**src/rtl/fsam_pkg.sv**
```systemverilog
`default_nettype none

package fsam_pkg;

    // Fixed field widths
    localparam int FRAC_BITS      = 16;
    localparam int COORD_BITS_DEF = 12;
    localparam int ALPHA_W        = 8;
    localparam int FACTOR_W       = 17;
    localparam int GEOM_W         = 18;
    localparam int FEATHER_W      = 20;
    localparam int CFG_DATA_W     = 20;
    localparam int CFG_IDX_W      = 3;
    localparam int OUT_TDATA_W    = ((ALPHA_W + FACTOR_W + 7) / 8) * 8;

    // Final divisor width: linear feather scaled by 2^14
    localparam int DIVF_W         = FEATHER_W + 14;

    localparam logic [FACTOR_W-1:0] FACTOR_ONE = FACTOR_W'(1) << FRAC_BITS;

    // Mask modes
    localparam logic [1:0] MODE_NONE    = 2'd0;
    localparam logic [1:0] MODE_RECT    = 2'd1;
    localparam logic [1:0] MODE_ELLIPSE = 2'd2;
    localparam logic [1:0] MODE_LINEAR  = 2'd3;

    // Register indexes
    localparam logic [CFG_IDX_W-1:0] REG_MODE    = 3'd0;
    localparam logic [CFG_IDX_W-1:0] REG_INVERT  = 3'd1;
    localparam logic [CFG_IDX_W-1:0] REG_GEOM_A  = 3'd2;
    localparam logic [CFG_IDX_W-1:0] REG_GEOM_B  = 3'd3;
    localparam logic [CFG_IDX_W-1:0] REG_GEOM_C  = 3'd4;
    localparam logic [CFG_IDX_W-1:0] REG_GEOM_D  = 3'd5;
    localparam logic [CFG_IDX_W-1:0] REG_FEATHER = 3'd6;

    // Reset value and lower bounds on geometry
    localparam logic [FEATHER_W-1:0]     FEATHER_RST     = 20'd16;
    localparam logic [FEATHER_W-1:0]     FEATHER_MIN     = 20'd16;
    localparam logic [FEATHER_W-1:0]     FEATHER_MIN_ELL = 20'd66;
    localparam logic signed [GEOM_W-1:0] RADIUS_MIN      = 18'sd16;

    // Pipeline control handed to the arithmetic units
    typedef struct packed {
        logic en;
        logic valid;
    } t_pipe_ctl;

endpackage

`default_nettype wire

```
**src/rtl/fsam_div.sv**
```systemverilog
`default_nettype none

// Pipelined restoring divider, one quotient bit per stage.
// Needs i_num < i_den * 2^QUO_W; divisor is held steady by the caller.
module fsam_div #(
    parameter int NUM_W = 34,
    parameter int DEN_W = 17,
    parameter int QUO_W = 30,
    parameter int SB_W  = 1
) (
    input  wire logic                i_clk,
    input  wire logic                i_rst_n,
    input  wire fsam_pkg::t_pipe_ctl i_ctl,
    input  wire logic [NUM_W-1:0]    i_num,
    input  wire logic [DEN_W-1:0]    i_den,
    input  wire logic [SB_W-1:0]     i_sb,
    output logic                     o_valid,
    output logic [QUO_W-1:0]         o_quo,
    output logic [SB_W-1:0]          o_sb
);

    logic [DEN_W-1:0] r_rem [0:QUO_W-1];
    logic [QUO_W-1:0] r_low [0:QUO_W-1];
    logic [QUO_W-1:0] r_quo [0:QUO_W-1];
    logic [SB_W-1:0]  r_sb  [0:QUO_W-1];
    logic [QUO_W-1:0] r_v;

    for (genvar gi = 0; gi < QUO_W; gi++) begin : g_stage
        logic [DEN_W-1:0] cur_rem;
        logic [QUO_W-1:0] cur_low;
        logic [QUO_W-1:0] cur_quo;
        logic [SB_W-1:0]  cur_sb;
        logic             cur_v;
        logic [DEN_W:0]   trial;
        logic             fits;

        if (gi == 0) begin : g_first
            // high numerator bits are already below the divisor
            assign cur_rem = DEN_W'(i_num[NUM_W-1:QUO_W]);
            assign cur_low = i_num[QUO_W-1:0];
            assign cur_quo = '0;
            assign cur_sb  = i_sb;
            assign cur_v   = i_ctl.valid;
        end else begin : g_next
            assign cur_rem = r_rem[gi-1];
            assign cur_low = r_low[gi-1];
            assign cur_quo = r_quo[gi-1];
            assign cur_sb  = r_sb[gi-1];
            assign cur_v   = r_v[gi-1];
        end

        // trial subtract of the shifted remainder
        assign trial = {cur_rem, cur_low[QUO_W-1]};
        assign fits  = trial >= {1'b0, i_den};

        always_ff @(posedge i_clk) begin
            if (i_ctl.en) begin
                r_rem[gi] <= fits ? DEN_W'(trial - {1'b0, i_den}) : DEN_W'(trial);
                r_low[gi] <= cur_low << 1;
                r_quo[gi] <= {cur_quo[QUO_W-2:0], fits};
                r_sb[gi]  <= cur_sb;
            end
        end

        always_ff @(posedge i_clk) begin
            if (!i_rst_n) begin
                r_v[gi] <= 1'b0;
            end else if (i_ctl.en) begin
                r_v[gi] <= cur_v;
            end
        end
    end

    assign o_valid = r_v[QUO_W-1];
    assign o_quo   = r_quo[QUO_W-1];
    assign o_sb    = r_sb[QUO_W-1];

endmodule

`default_nettype wire

```
**config.mk**
```make
export PLATFORM = sky130hd
export DESIGN_NAME = fsam_div
export DESIGN_NICKNAME = d
export VERILOG_FILES = /design/src/rtl/fsam_pkg.sv /design/src/rtl/fsam_div.sv
export SDC_FILE = /design/constraint.sdc
export NUM_CORES = 2
export LEC_CHECK = 0
export ABC_AREA = 1
export BUFFER_PORTS_ARGS = -buffer_cell sky130_fd_sc_hd__buf_2
export CORE_MARGIN = 2
export CORE_UTILIZATION = 25
export CTS_CLUSTER_DIAMETER = 60
export DETAILED_ROUTE_END_ITERATION = 10
export MAX_ROUTING_LAYER = met4
export PLACE_DENSITY = 0.37
export RECOVER_POWER = 50
export REMOVE_ABC_BUFFERS = 1
export SLEW_MARGIN = 20
export SYNTH_ARGS = -nofsm -noshare
export SYNTH_HDL_FRONTEND = slang
export SYNTH_SLANG_ARGS = --single-unit
```
**constraint.sdc**
```tcl
create_clock -name i_clk -period 6.6 [get_ports i_clk]
set_input_delay 0.66 -clock i_clk [delete_from_list [all_inputs] [get_ports i_clk]]
set_output_delay 0.66 -clock i_clk [all_outputs]
set_load 0.01 [all_outputs]
```
==> flow_metrics.tcl <==
set metrics [dict create \
    leakage_nw 45.5 \
    finish.utilization 0.291 \
    grt_pass1_wl_mm 366 \
    wl_mm 238 \
    layout.cells.most_common_list "3,654 x nand2_1, 1,429 x inv_1, 1,423 x edfxtp_1" \
    gp_congestion 0.865 \
    die_y_um 581 \
    fin_nets 10300 \
    synth-edff-count 1423 \
    cts.sinks 1453 \
    drtPass1Iterations 6 \
    routedWlPerCell_um 16.6 \
    async_flop_share 0 \
    grt.overflow.total 0 \
    drtAntennaViolNets 0 \
    row_count 211 \
    remaining_drc_errors 0 \
    slew_headroom -1.21 \
    yosysTopAreaCell "edfxtp_1" \
    vias 61100 \
    hold_path_depth 3 \
    grt_antenna_before_repair 5 \
    rrSetupSlack_ps 3810 \
    cts_made_buffers 220 \
    path_clk_slew_ps 60 \
    cp.required_ps 7060 \
    synthTopCellsByArea "edfxtp_1 51%, nand2_1 16%, ha_1 7.5%" \
    hold_viol 0 \
    slew_viol_final 301 \
    drtIter0Drc 3635 \
    layout_min_cycle_time_ps 4540 \
    status "finished, violations left" \
    dp_cells 13900 \
    period_share 0.687 \
    ioPinCount 88 \
    fillers 35100 \
    critPathArrivalTime_ps 4990 \
    cts_tree "built" \
    post_drt_via_cell_ratio 4.27 \
    synth_seq_cells 1453 \
    crit_cells 2 \
    tns_ps 0 \
    whs_ps 149 \
    finalPower_mw 44.9 \
    ys_warn_count 0 \
    clockBufferDepth 4 \
    yosysTopAreaCellShare 0.513 \
    clk_latency_ps 890 \
    cp_max_fo 97 \
    synth_cell_types 49 \
    ir_worst_vdd_uv 218 \
    path_buf_inv 2 \
    cp_top_family "buffers and inverters" \
    portBuffers 87 \
    initial_utilization 0.252 \
    ys_seq_area_frac 0.520 \
    rsz0062_at_grt "false" \
    grt_pass1_vias 61000 \
    cts_root_buffer "clkbuf_16" \
    hold_class "input port to register" \
    cp_slowest_cell "clkbuf_2" \
    end_kind "register" \
    synth_area_sq_um 83300 \
    chipWidth_um 581 \
    fmaxAchievable_mhz 220 \
    stdcell_count 14300 \
    layout_commonest_cell "nand2_1" \
    post_cts_buffers 0 \
    cp_cell_sequence "clkbuf_2 -> clkbuf_2" \
    dp.final_hpwl_mm 169 \
    htree_levels 4 \
    worstSetupStartpointType "input port" \
    tightest_slew_ps 3320 \
    postSynthCellCount 9474 \
    grt_max_degree 149 \
    synthFlopType "edfxtp_1" \
    die_area_sq_um 338000 \
    max_stage_delay_ps 2200 \
    final.setup_skew_ps 56.7 \
    setup_viol 0 \
    coreArea_sq_um 331000 \
    cap_violations 4 \
    final_layout_size_suffix_gt1_frac 0.0816 \
    path_class "input port to register" \
    critPathMostFrequentCell "clkbuf_2" \
    failed_checks "max-capacitance violations, max-slew violations" \
    power_density_nw_per_um2 465 \
    area_delta_synth_final_pct 15.8 \
    rr_worst_depth 14 \
    grtUsageTotal 0.143 \
    syn-mean-instance-area_sq_um 8.80 \
]
-- where the power goes --
part	switching, mW	total, mW	internal (mW)
Sequential	1.56	14.7	13.1
Clock	4.69	11.7	7.02
Combinational	12.4	18.5	6.16
-- stage by stage --
stage               instance area (sq um)  worst slack [ps]
floorplan                           82500              2620
global placement                    88900              2430
detailed placement                  88900              2380
CTS                                 96500              3400
global route                        96500              1640
finish                              96500              2060
-- cell families (layout without fill, tap and decap cells) --
logic type	after synthesis	after routing	share of synthesized area
AO/OA/AOI/OAI	338	338	0.0219
XOR/XNOR	201	201	0.0211
adder cells (fa/ha/maj)	527	527	0.0817
buffers and inverters	1573	2039	0.0763
flip-flops	1453	1453	0.520
other	0	5	0
AND/OR/NAND/NOR	5382	5382	0.279
-- sequential cells by signal, indices dropped and copies added, names as in the netlist --
| register | count |
|---|---|
| o_valid | 1 |
| r_low | 435 |
| r_rem | 493 |
| r_quo | 465 |
| r_sb | 30 |
| g_stage.cur_v | 29 |
-- area by class of cell --
| cell class | count | area (sq um) | area share |
|---|---|---|---|
| clock buffers | 250 | 5650 | 0.0585 |
| multi-input cells | 6448 | 33600 | 0.349 |
| diodes | 5 | 12.5 | 0.000130 |
| well taps | 4366 | 5460 | 0.0566 |
| inverters | 1468 | 5510 | 0.0571 |
| flip-flops and latches | 1453 | 43300 | 0.449 |
| repair buffers | 166 | 1200 | 0.0125 |
| clock inverters | 155 | 1680 | 0.0174 |
-- path summary, 6_finish.rpt --
kind                                               from                          to
worst max-delay path                           i_ctl[1]      r_rem[1][83]$_DFFE_PP_
worst min-delay path                          i_den[12]  r_rem[0][12]$_SDFFCE_PP0P_
worst max register to register  r_low[5][115]$_DFFE_PP_     r_rem[1][151]$_DFFE_PP_
worst min register to register   r_quo[22][7]$_DFFE_PP_      r_quo[23][8]$_DFFE_PP_
-- what timing repair did --
item,in CTS,in global routing
resized for setup,0,0
hold buffers,31,0
hold endpoints to repair,31,0
-- routing by layer --
metal	up-vias	wire, um	GRT usage	part of all wire
met4	0	6410	0.0402	0.027
li1	31200	-	-	-
met5	-	0	-	0
met2	929	109000	0.228	0.46
met3	368	8790	0.0179	0.037
met1	28600	114000	0.189	0.48
-- synthesized netlist by cell type, types with 2 or more instances --
cell type  count
o21ai_2        9
inv_2         24
or2_2          6
edfxtp_1    1423
o21ai_0       38
or2_1         27
buf_6         28
buf_12         2
nor2_4        24
inv_1       1444
fa_1          29
nand4_1       49
a21oi_1      257
o21a_1        13
nand3_2        5
nor2_2        36
nand3b_1      27
nand3_1      806
and2_1        36
xnor2_1       30
a21oi_2       10
o21bai_1       4
buf_4         47
nand2_4       50
or2_0          8
nor2_1       424
nand2_1     3654
o21ai_1        3
nor4_1         5
nor4_4        25
nor3_1        40
buf_2         18
dfxtp_1       30
and3_1        28
nand2_2      126
clkbuf_1       9
ha_1         498
xor2_1       171
(Power assumes the default switching activity.)
