## config.mk

```make
export PLATFORM = sky130hd
export DESIGN_NAME = fsam_isqrt
export DESIGN_NICKNAME = d
export VERILOG_FILES = /design/src/rtl/fsam_pkg.sv /design/src/rtl/fsam_isqrt.sv
export SDC_FILE = /design/constraint.sdc
export NUM_CORES = 2
export LEC_CHECK = 0
export BUFFER_PORTS_ARGS = -buffer_cell sky130_fd_sc_hd__buf_2
export CORE_ASPECT_RATIO = 1.4
export CORE_UTILIZATION = 30
export DETAILED_ROUTE_END_ITERATION = 12
export GPL_ROUTABILITY_DRIVEN = 0
export PLACE_DENSITY = 0.46
export SYNTH_ARGS = -nofsm -noshare
export SYNTH_HDL_FRONTEND = slang
export SYNTH_MEMORY_MAX_BITS = 65536
export SYNTH_SLANG_ARGS = --single-unit
```

## constraint.sdc

```tcl
create_clock -name i_clk -period 11.76 [get_ports i_clk]
set_input_delay 1.764 -clock i_clk [delete_from_list [all_inputs] [get_ports i_clk]]
set_output_delay 1.764 -clock i_clk [all_outputs]
set_load 0.02 [all_outputs]
```

## src/rtl/fsam_pkg.sv

```systemverilog
`default_nettype none

package fsam_pkg;

    // Fixed field widths
    localparam int FRAC_BITS      = 16;
    localparam int COORD_BITS_DEF = 12;
    localparam int ALPHA_W        = 8;
    localparam int FACTOR_W       = 17;
    localparam int GEOM_W         = 18;
    localparam int FEATHER_W      = 20;
    localparam int CFG_DATA_W     = 20;
    localparam int CFG_IDX_W      = 3;
    localparam int OUT_TDATA_W    = ((ALPHA_W + FACTOR_W + 7) / 8) * 8;

    // Final divisor width: linear feather scaled by 2^14
    localparam int DIVF_W         = FEATHER_W + 14;

    localparam logic [FACTOR_W-1:0] FACTOR_ONE = FACTOR_W'(1) << FRAC_BITS;

    // Mask modes
    localparam logic [1:0] MODE_NONE    = 2'd0;
    localparam logic [1:0] MODE_RECT    = 2'd1;
    localparam logic [1:0] MODE_ELLIPSE = 2'd2;
    localparam logic [1:0] MODE_LINEAR  = 2'd3;

    // Register indexes
    localparam logic [CFG_IDX_W-1:0] REG_MODE    = 3'd0;
    localparam logic [CFG_IDX_W-1:0] REG_INVERT  = 3'd1;
    localparam logic [CFG_IDX_W-1:0] REG_GEOM_A  = 3'd2;
    localparam logic [CFG_IDX_W-1:0] REG_GEOM_B  = 3'd3;
    localparam logic [CFG_IDX_W-1:0] REG_GEOM_C  = 3'd4;
    localparam logic [CFG_IDX_W-1:0] REG_GEOM_D  = 3'd5;
    localparam logic [CFG_IDX_W-1:0] REG_FEATHER = 3'd6;

    // Reset value and lower bounds on geometry
    localparam logic [FEATHER_W-1:0]     FEATHER_RST     = 20'd16;
    localparam logic [FEATHER_W-1:0]     FEATHER_MIN     = 20'd16;
    localparam logic [FEATHER_W-1:0]     FEATHER_MIN_ELL = 20'd66;
    localparam logic signed [GEOM_W-1:0] RADIUS_MIN      = 18'sd16;

    // Pipeline control handed to the arithmetic units
    typedef struct packed {
        logic en;
        logic valid;
    } t_pipe_ctl;

endpackage

`default_nettype wire

```

## src/rtl/fsam_isqrt.sv

```systemverilog
`default_nettype none

// Pipelined integer square root (floor), one root bit per stage.
module fsam_isqrt #(
    parameter int RAD_W = 66,
    parameter int SB_W  = 1
) (
    input  wire logic                i_clk,
    input  wire logic                i_rst_n,
    input  wire fsam_pkg::t_pipe_ctl i_ctl,
    input  wire logic [RAD_W-1:0]    i_rad,
    input  wire logic [SB_W-1:0]     i_sb,
    output logic                     o_valid,
    output logic [RAD_W/2-1:0]       o_root,
    output logic [SB_W-1:0]          o_sb
);

    localparam int ROOT_W = RAD_W / 2;
    localparam int REM_W  = ROOT_W + 2;

    logic [REM_W-1:0]  r_rem  [0:ROOT_W-1];
    logic [ROOT_W-1:0] r_root [0:ROOT_W-1];
    logic [RAD_W-1:0]  r_low  [0:ROOT_W-1];
    logic [SB_W-1:0]   r_sb   [0:ROOT_W-1];
    logic [ROOT_W-1:0] r_v;

    for (genvar gi = 0; gi < ROOT_W; gi++) begin : g_stage
        logic [REM_W-1:0]  cur_rem;
        logic [ROOT_W-1:0] cur_root;
        logic [RAD_W-1:0]  cur_low;
        logic [SB_W-1:0]   cur_sb;
        logic              cur_v;
        logic [REM_W-1:0]  trial;
        logic [REM_W-1:0]  cand;
        logic              fits;

        if (gi == 0) begin : g_first
            assign cur_rem  = '0;
            assign cur_root = '0;
            assign cur_low  = i_rad;
            assign cur_sb   = i_sb;
            assign cur_v    = i_ctl.valid;
        end else begin : g_next
            assign cur_rem  = r_rem[gi-1];
            assign cur_root = r_root[gi-1];
            assign cur_low  = r_low[gi-1];
            assign cur_sb   = r_sb[gi-1];
            assign cur_v    = r_v[gi-1];
        end

        // bring down the next bit pair, try root*4+1
        assign trial = {cur_rem[REM_W-3:0], cur_low[RAD_W-1:RAD_W-2]};
        assign cand  = {cur_root, 2'b01};
        assign fits  = trial >= cand;

        always_ff @(posedge i_clk) begin
            if (i_ctl.en) begin
                r_rem[gi]  <= fits ? (trial - cand) : trial;
                r_root[gi] <= {cur_root[ROOT_W-2:0], fits};
                r_low[gi]  <= cur_low << 2;
                r_sb[gi]   <= cur_sb;
            end
        end

        always_ff @(posedge i_clk) begin
            if (!i_rst_n) begin
                r_v[gi] <= 1'b0;
            end else if (i_ctl.en) begin
                r_v[gi] <= cur_v;
            end
        end
    end

    assign o_valid = r_v[ROOT_W-1];
    assign o_root  = r_root[ROOT_W-1];
    assign o_sb    = r_sb[ROOT_W-1];

endmodule

`default_nettype wire

```

==> qor_table.md <==
| Parameter | Reported | Unit |
| --- | --- | --- |
| Run status | complete, no violations | - |
| Count of hold-fix buffers inserted at cts | 0 | - |
| Reg clk slew, reported paths | 0.06 | ns |
| Synthesis-to-layout area growth | 13.7 | % |
| Worst Reg-to-Reg Cells | 12 | - |
| Hold violation total from the final report | 0 | - |
| Remaining DRCs | 0 | - |
| Die width | 547 | um |
| Clock Tree Root | clkbuf_16 | - |
| Top-level port count | 106 | - |
| Post-Route Setup TNS | 0 | ns |
| Arr. time, crit path | 5.02 | ns |
| CP Class | flip-flop to flip-flop | - |
| Area of all sequential standard cells | 80400 | sq um |
| Hold path depth | 0 | - |
| Largest fanout of any net on the critical path | 4 | - |
| Required time reported for the critical path endpoint | 12.39 | ns |
| Achievable clock frequency | 0.228 | GHz |
| Worst-margin pin slew | 1.22 | ns |
| Leading cell type in the layout, fill and taps excluded | edfxtp_1 | - |
| Clock Path Buffers | 4 | - |
| Die outline height | 766 | um |
| Flip-flop and latch count after synthesis | 2690 | - |
| Number of synthesized flops with an enable pin | 2657 | - |
| Power Dens Cells | 201 | nW/um^2 |
| Leak pwr | 53.0 | nW |
| Fraction of final layout cells with drive strength greater than 1 | 0.0788 | - |
| Clock latency reported for the late side of the worst-skew pair | 0.92 | ns |
| Final Cell Area | 142000 | sq um |
| Initial Util | 0.301 | - |
| Total area of multi-input combinational cells | 41000 | sq um |
| Final critical-path required period | 4.39 | ns |
| Final setup violation count | 0 | - |
| Via density per instance | 4.77 | - |
| Worst slew margin relative to its limit | 0.184 | - |
| Period utilisation layout | 0.373 | - |
| Initial DRC Count | 4641 | - |
| Number of antenna violations at the first check in global routing | 3 | - |
| Hold crit path type | flip-flop to flip-flop | - |
| Synth Net Count | 10343 | - |
| Setup fix buffers added after clock tree synthesis | 0 | - |
| Max VDD drop | 0.000117 | V |
| Number of global-route vias before repair | 76226 | - |
| Count of warnings emitted by yosys | 0 | - |
| Post-detailed-routing wire length | 285000 | um |
| RSZ-0062 raised after global routing | no | - |
| Number of vias after detailed routing | 74783 | - |
| Number of buffers created by CTS | 296 | - |
| Final number of max-transition violations | 0 | - |
| Leading register cell type out of synthesis | edfxtp_1 | - |
| Final standard cell count with taps included and fillers excluded | 15682 | - |
| Die area | 419000 | sq um |
| Number of routed nets with antenna violations | 0 | - |
| Crit. End Element | flip-flop | - |
| HPWL reported at the end of detailed placement | 206000 | um |
| Post-Route Hold Slack | 0.394 | ns |
| Mean instance size in the synthesized netlist | 12.9 | sq um |
| Fillcell total | 40345 | - |
| Total global-route track usage | 0.133 | - |
| Clock Skews | 0.0505 | ns |
| Placed standard-cell area | 132000 | sq um |
| Rows | 280 | - |
| Post-synthesis sequential area ratio | 0.644 | - |
| Number of instances in the synthesized netlist | 9677 | - |
| Clock sink count | 2690 | - |
| Kind of start point of the critical path | flip-flop | - |
| Leading cell types in the layout, fill and taps excluded | 2657 x edfxtp_1, 755 x inv_1, 650 x nand2_1 | - |
| H-Tree Level Count | 5 | - |
| Initial DRT Pass Iterations | 6 | - |
| Library cells used by synthesis | 89 | - |
| Cell Area, Synth | 125000 | sq um |
| Final layout net count | 10606 | - |
| Dpl cells | 15141 | - |
| Overflow left after global routing | 0 | - |
| I/O Buffers | 105 | - |
| Wire length of the first global-routing pass | 437000 | um |
| Number of violations of the max-capacitance limit | 0 | - |
| Placeable core region | 415000 | sq um |
| Clock tree from TritonCTS | yes | - |
| Total of cells resized after clock tree synthesis | 0 | - |
| Total power of the final layout | 28.6 | mW |
| Largest net degree at the start of global routing | 186 | - |
| Share of synthesized flip-flops with an asynchronous set or reset | 0 | - |
| Wire per inst | 18.2 | um |
critical path: stages (launching register included):
cell	delay, ns
edfxtp_1	0.62
inv_1	0.09
ha_1	0.23
or3_1	0.31
o22ai_1	0.29
o21ai_0	0.28
a2111oi_1	0.62
buf_4	0.23
nor2_1	0.09
a2111oi_0	0.71
nor3_1	0.22
nand4b_1	0.25
xnor2_1	0.15
where the power goes:
group,switching [mW],internal [mW]
sequential,0.839,12.2
combinational,3.63,2.55
clock,3.94,5.46
total,8.41,20.2
layout make-up:
cell class / instances / area share
timing repair buffer: 159 / 0.00763
multi-input combinational: 6037 / 0.289
tap: 5499 / 0.0484
clock buffer: 350 / 0.0543
antenna: 4 / 0.0000705
sequential: 2690 / 0.566
inverter: 756 / 0.0200
clock inverter: 187 / 0.0142
per-layer routing:
layer,vias to the layer above,share of wire,track usage
met1,36290,0.37,0.136
met5,-,0,0
met2,1522,0.54,0.259
met3,647,0.035,0.0180
li1,36324,-,-
met4,0,0.055,0.0698
logic make-up after synthesis:
logic type	count (synthesis)	share of synthesized area
muxes	168	0.0147
buffers and inverters	950	0.0286
DFF	2690	0.644
other	1	0.0000300
xor gates and xnor gates	843	0.0591
AOI/OAI and AO/OA	1931	0.0952
adders and majority gates	595	0.0596
and+or+nand+nor	2499	0.0991
per-stage QoR:
stage | worst slack, ns | utilization
2_1_floorplan | 8.04 | -
6_report | 7.37 | 0.342
3_5_place_dp | 6.98 | 0.319
4_1_cts | 7.33 | 0.342
5_1_grt | 7.13 | 0.342
3_3_place_gp | 7.04 | 0.319
sequential cells by signal, indices dropped and copies added, names as in the netlist:
register / count
r_low: 1056
r_rem: 1007
r_root: 561
r_sb: 33
g_stage.cur_v: 32
o_valid: 1
synthesized netlist by cell type, types with 23 or more instances:
master | n | area (sq um)
a21oi_1 | 642 | 3210
a211oi_1 | 48 | 360
xor2_1 | 397 | 3480
clkbuf_1 | 183 | 687
ha_1 | 595 | 7440
o31ai_1 | 42 | 315
xnor2_1 | 445 | 3900
a21o_1 | 240 | 1800
nor2b_1 | 134 | 838
nand3b_1 | 25 | 188
nor4_1 | 130 | 813
nand2_1 | 650 | 2440
and2_1 | 32 | 200
nand4_1 | 109 | 682
o21bai_1 | 60 | 450
or2_2 | 34 | 213
edfxtp_1 | 2657 | 79800
o211ai_1 | 36 | 270
a31oi_1 | 48 | 300
nor3b_1 | 23 | 173
or3_1 | 88 | 551
nand3_1 | 151 | 756
o21a_1 | 79 | 593
and3_1 | 51 | 319
inv_1 | 755 | 2830
nand2b_1 | 121 | 757
dfxtp_1 | 33 | 661
nor2_1 | 600 | 2250
mux2_2 | 121 | 1360
o21ai_0 | 492 | 2460
mux2i_1 | 47 | 470
a21boi_0 | 25 | 188
nor3_1 | 224 | 1120
or4_1 | 57 | 428
final timing paths:
path | endpoint | slack (ns) | from
max | r_rem[0][799] | 7.37 | r_root[0][694]
max reg2reg | r_rem[0][799] | 7.37 | r_root[0][694]
min reg2reg | r_low[0][1079] | 0.39 | r_low[0][1013]
min | r_low[0][1079] | 0.39 | r_low[0][1013]
Power figures use the tool's default switching activity.
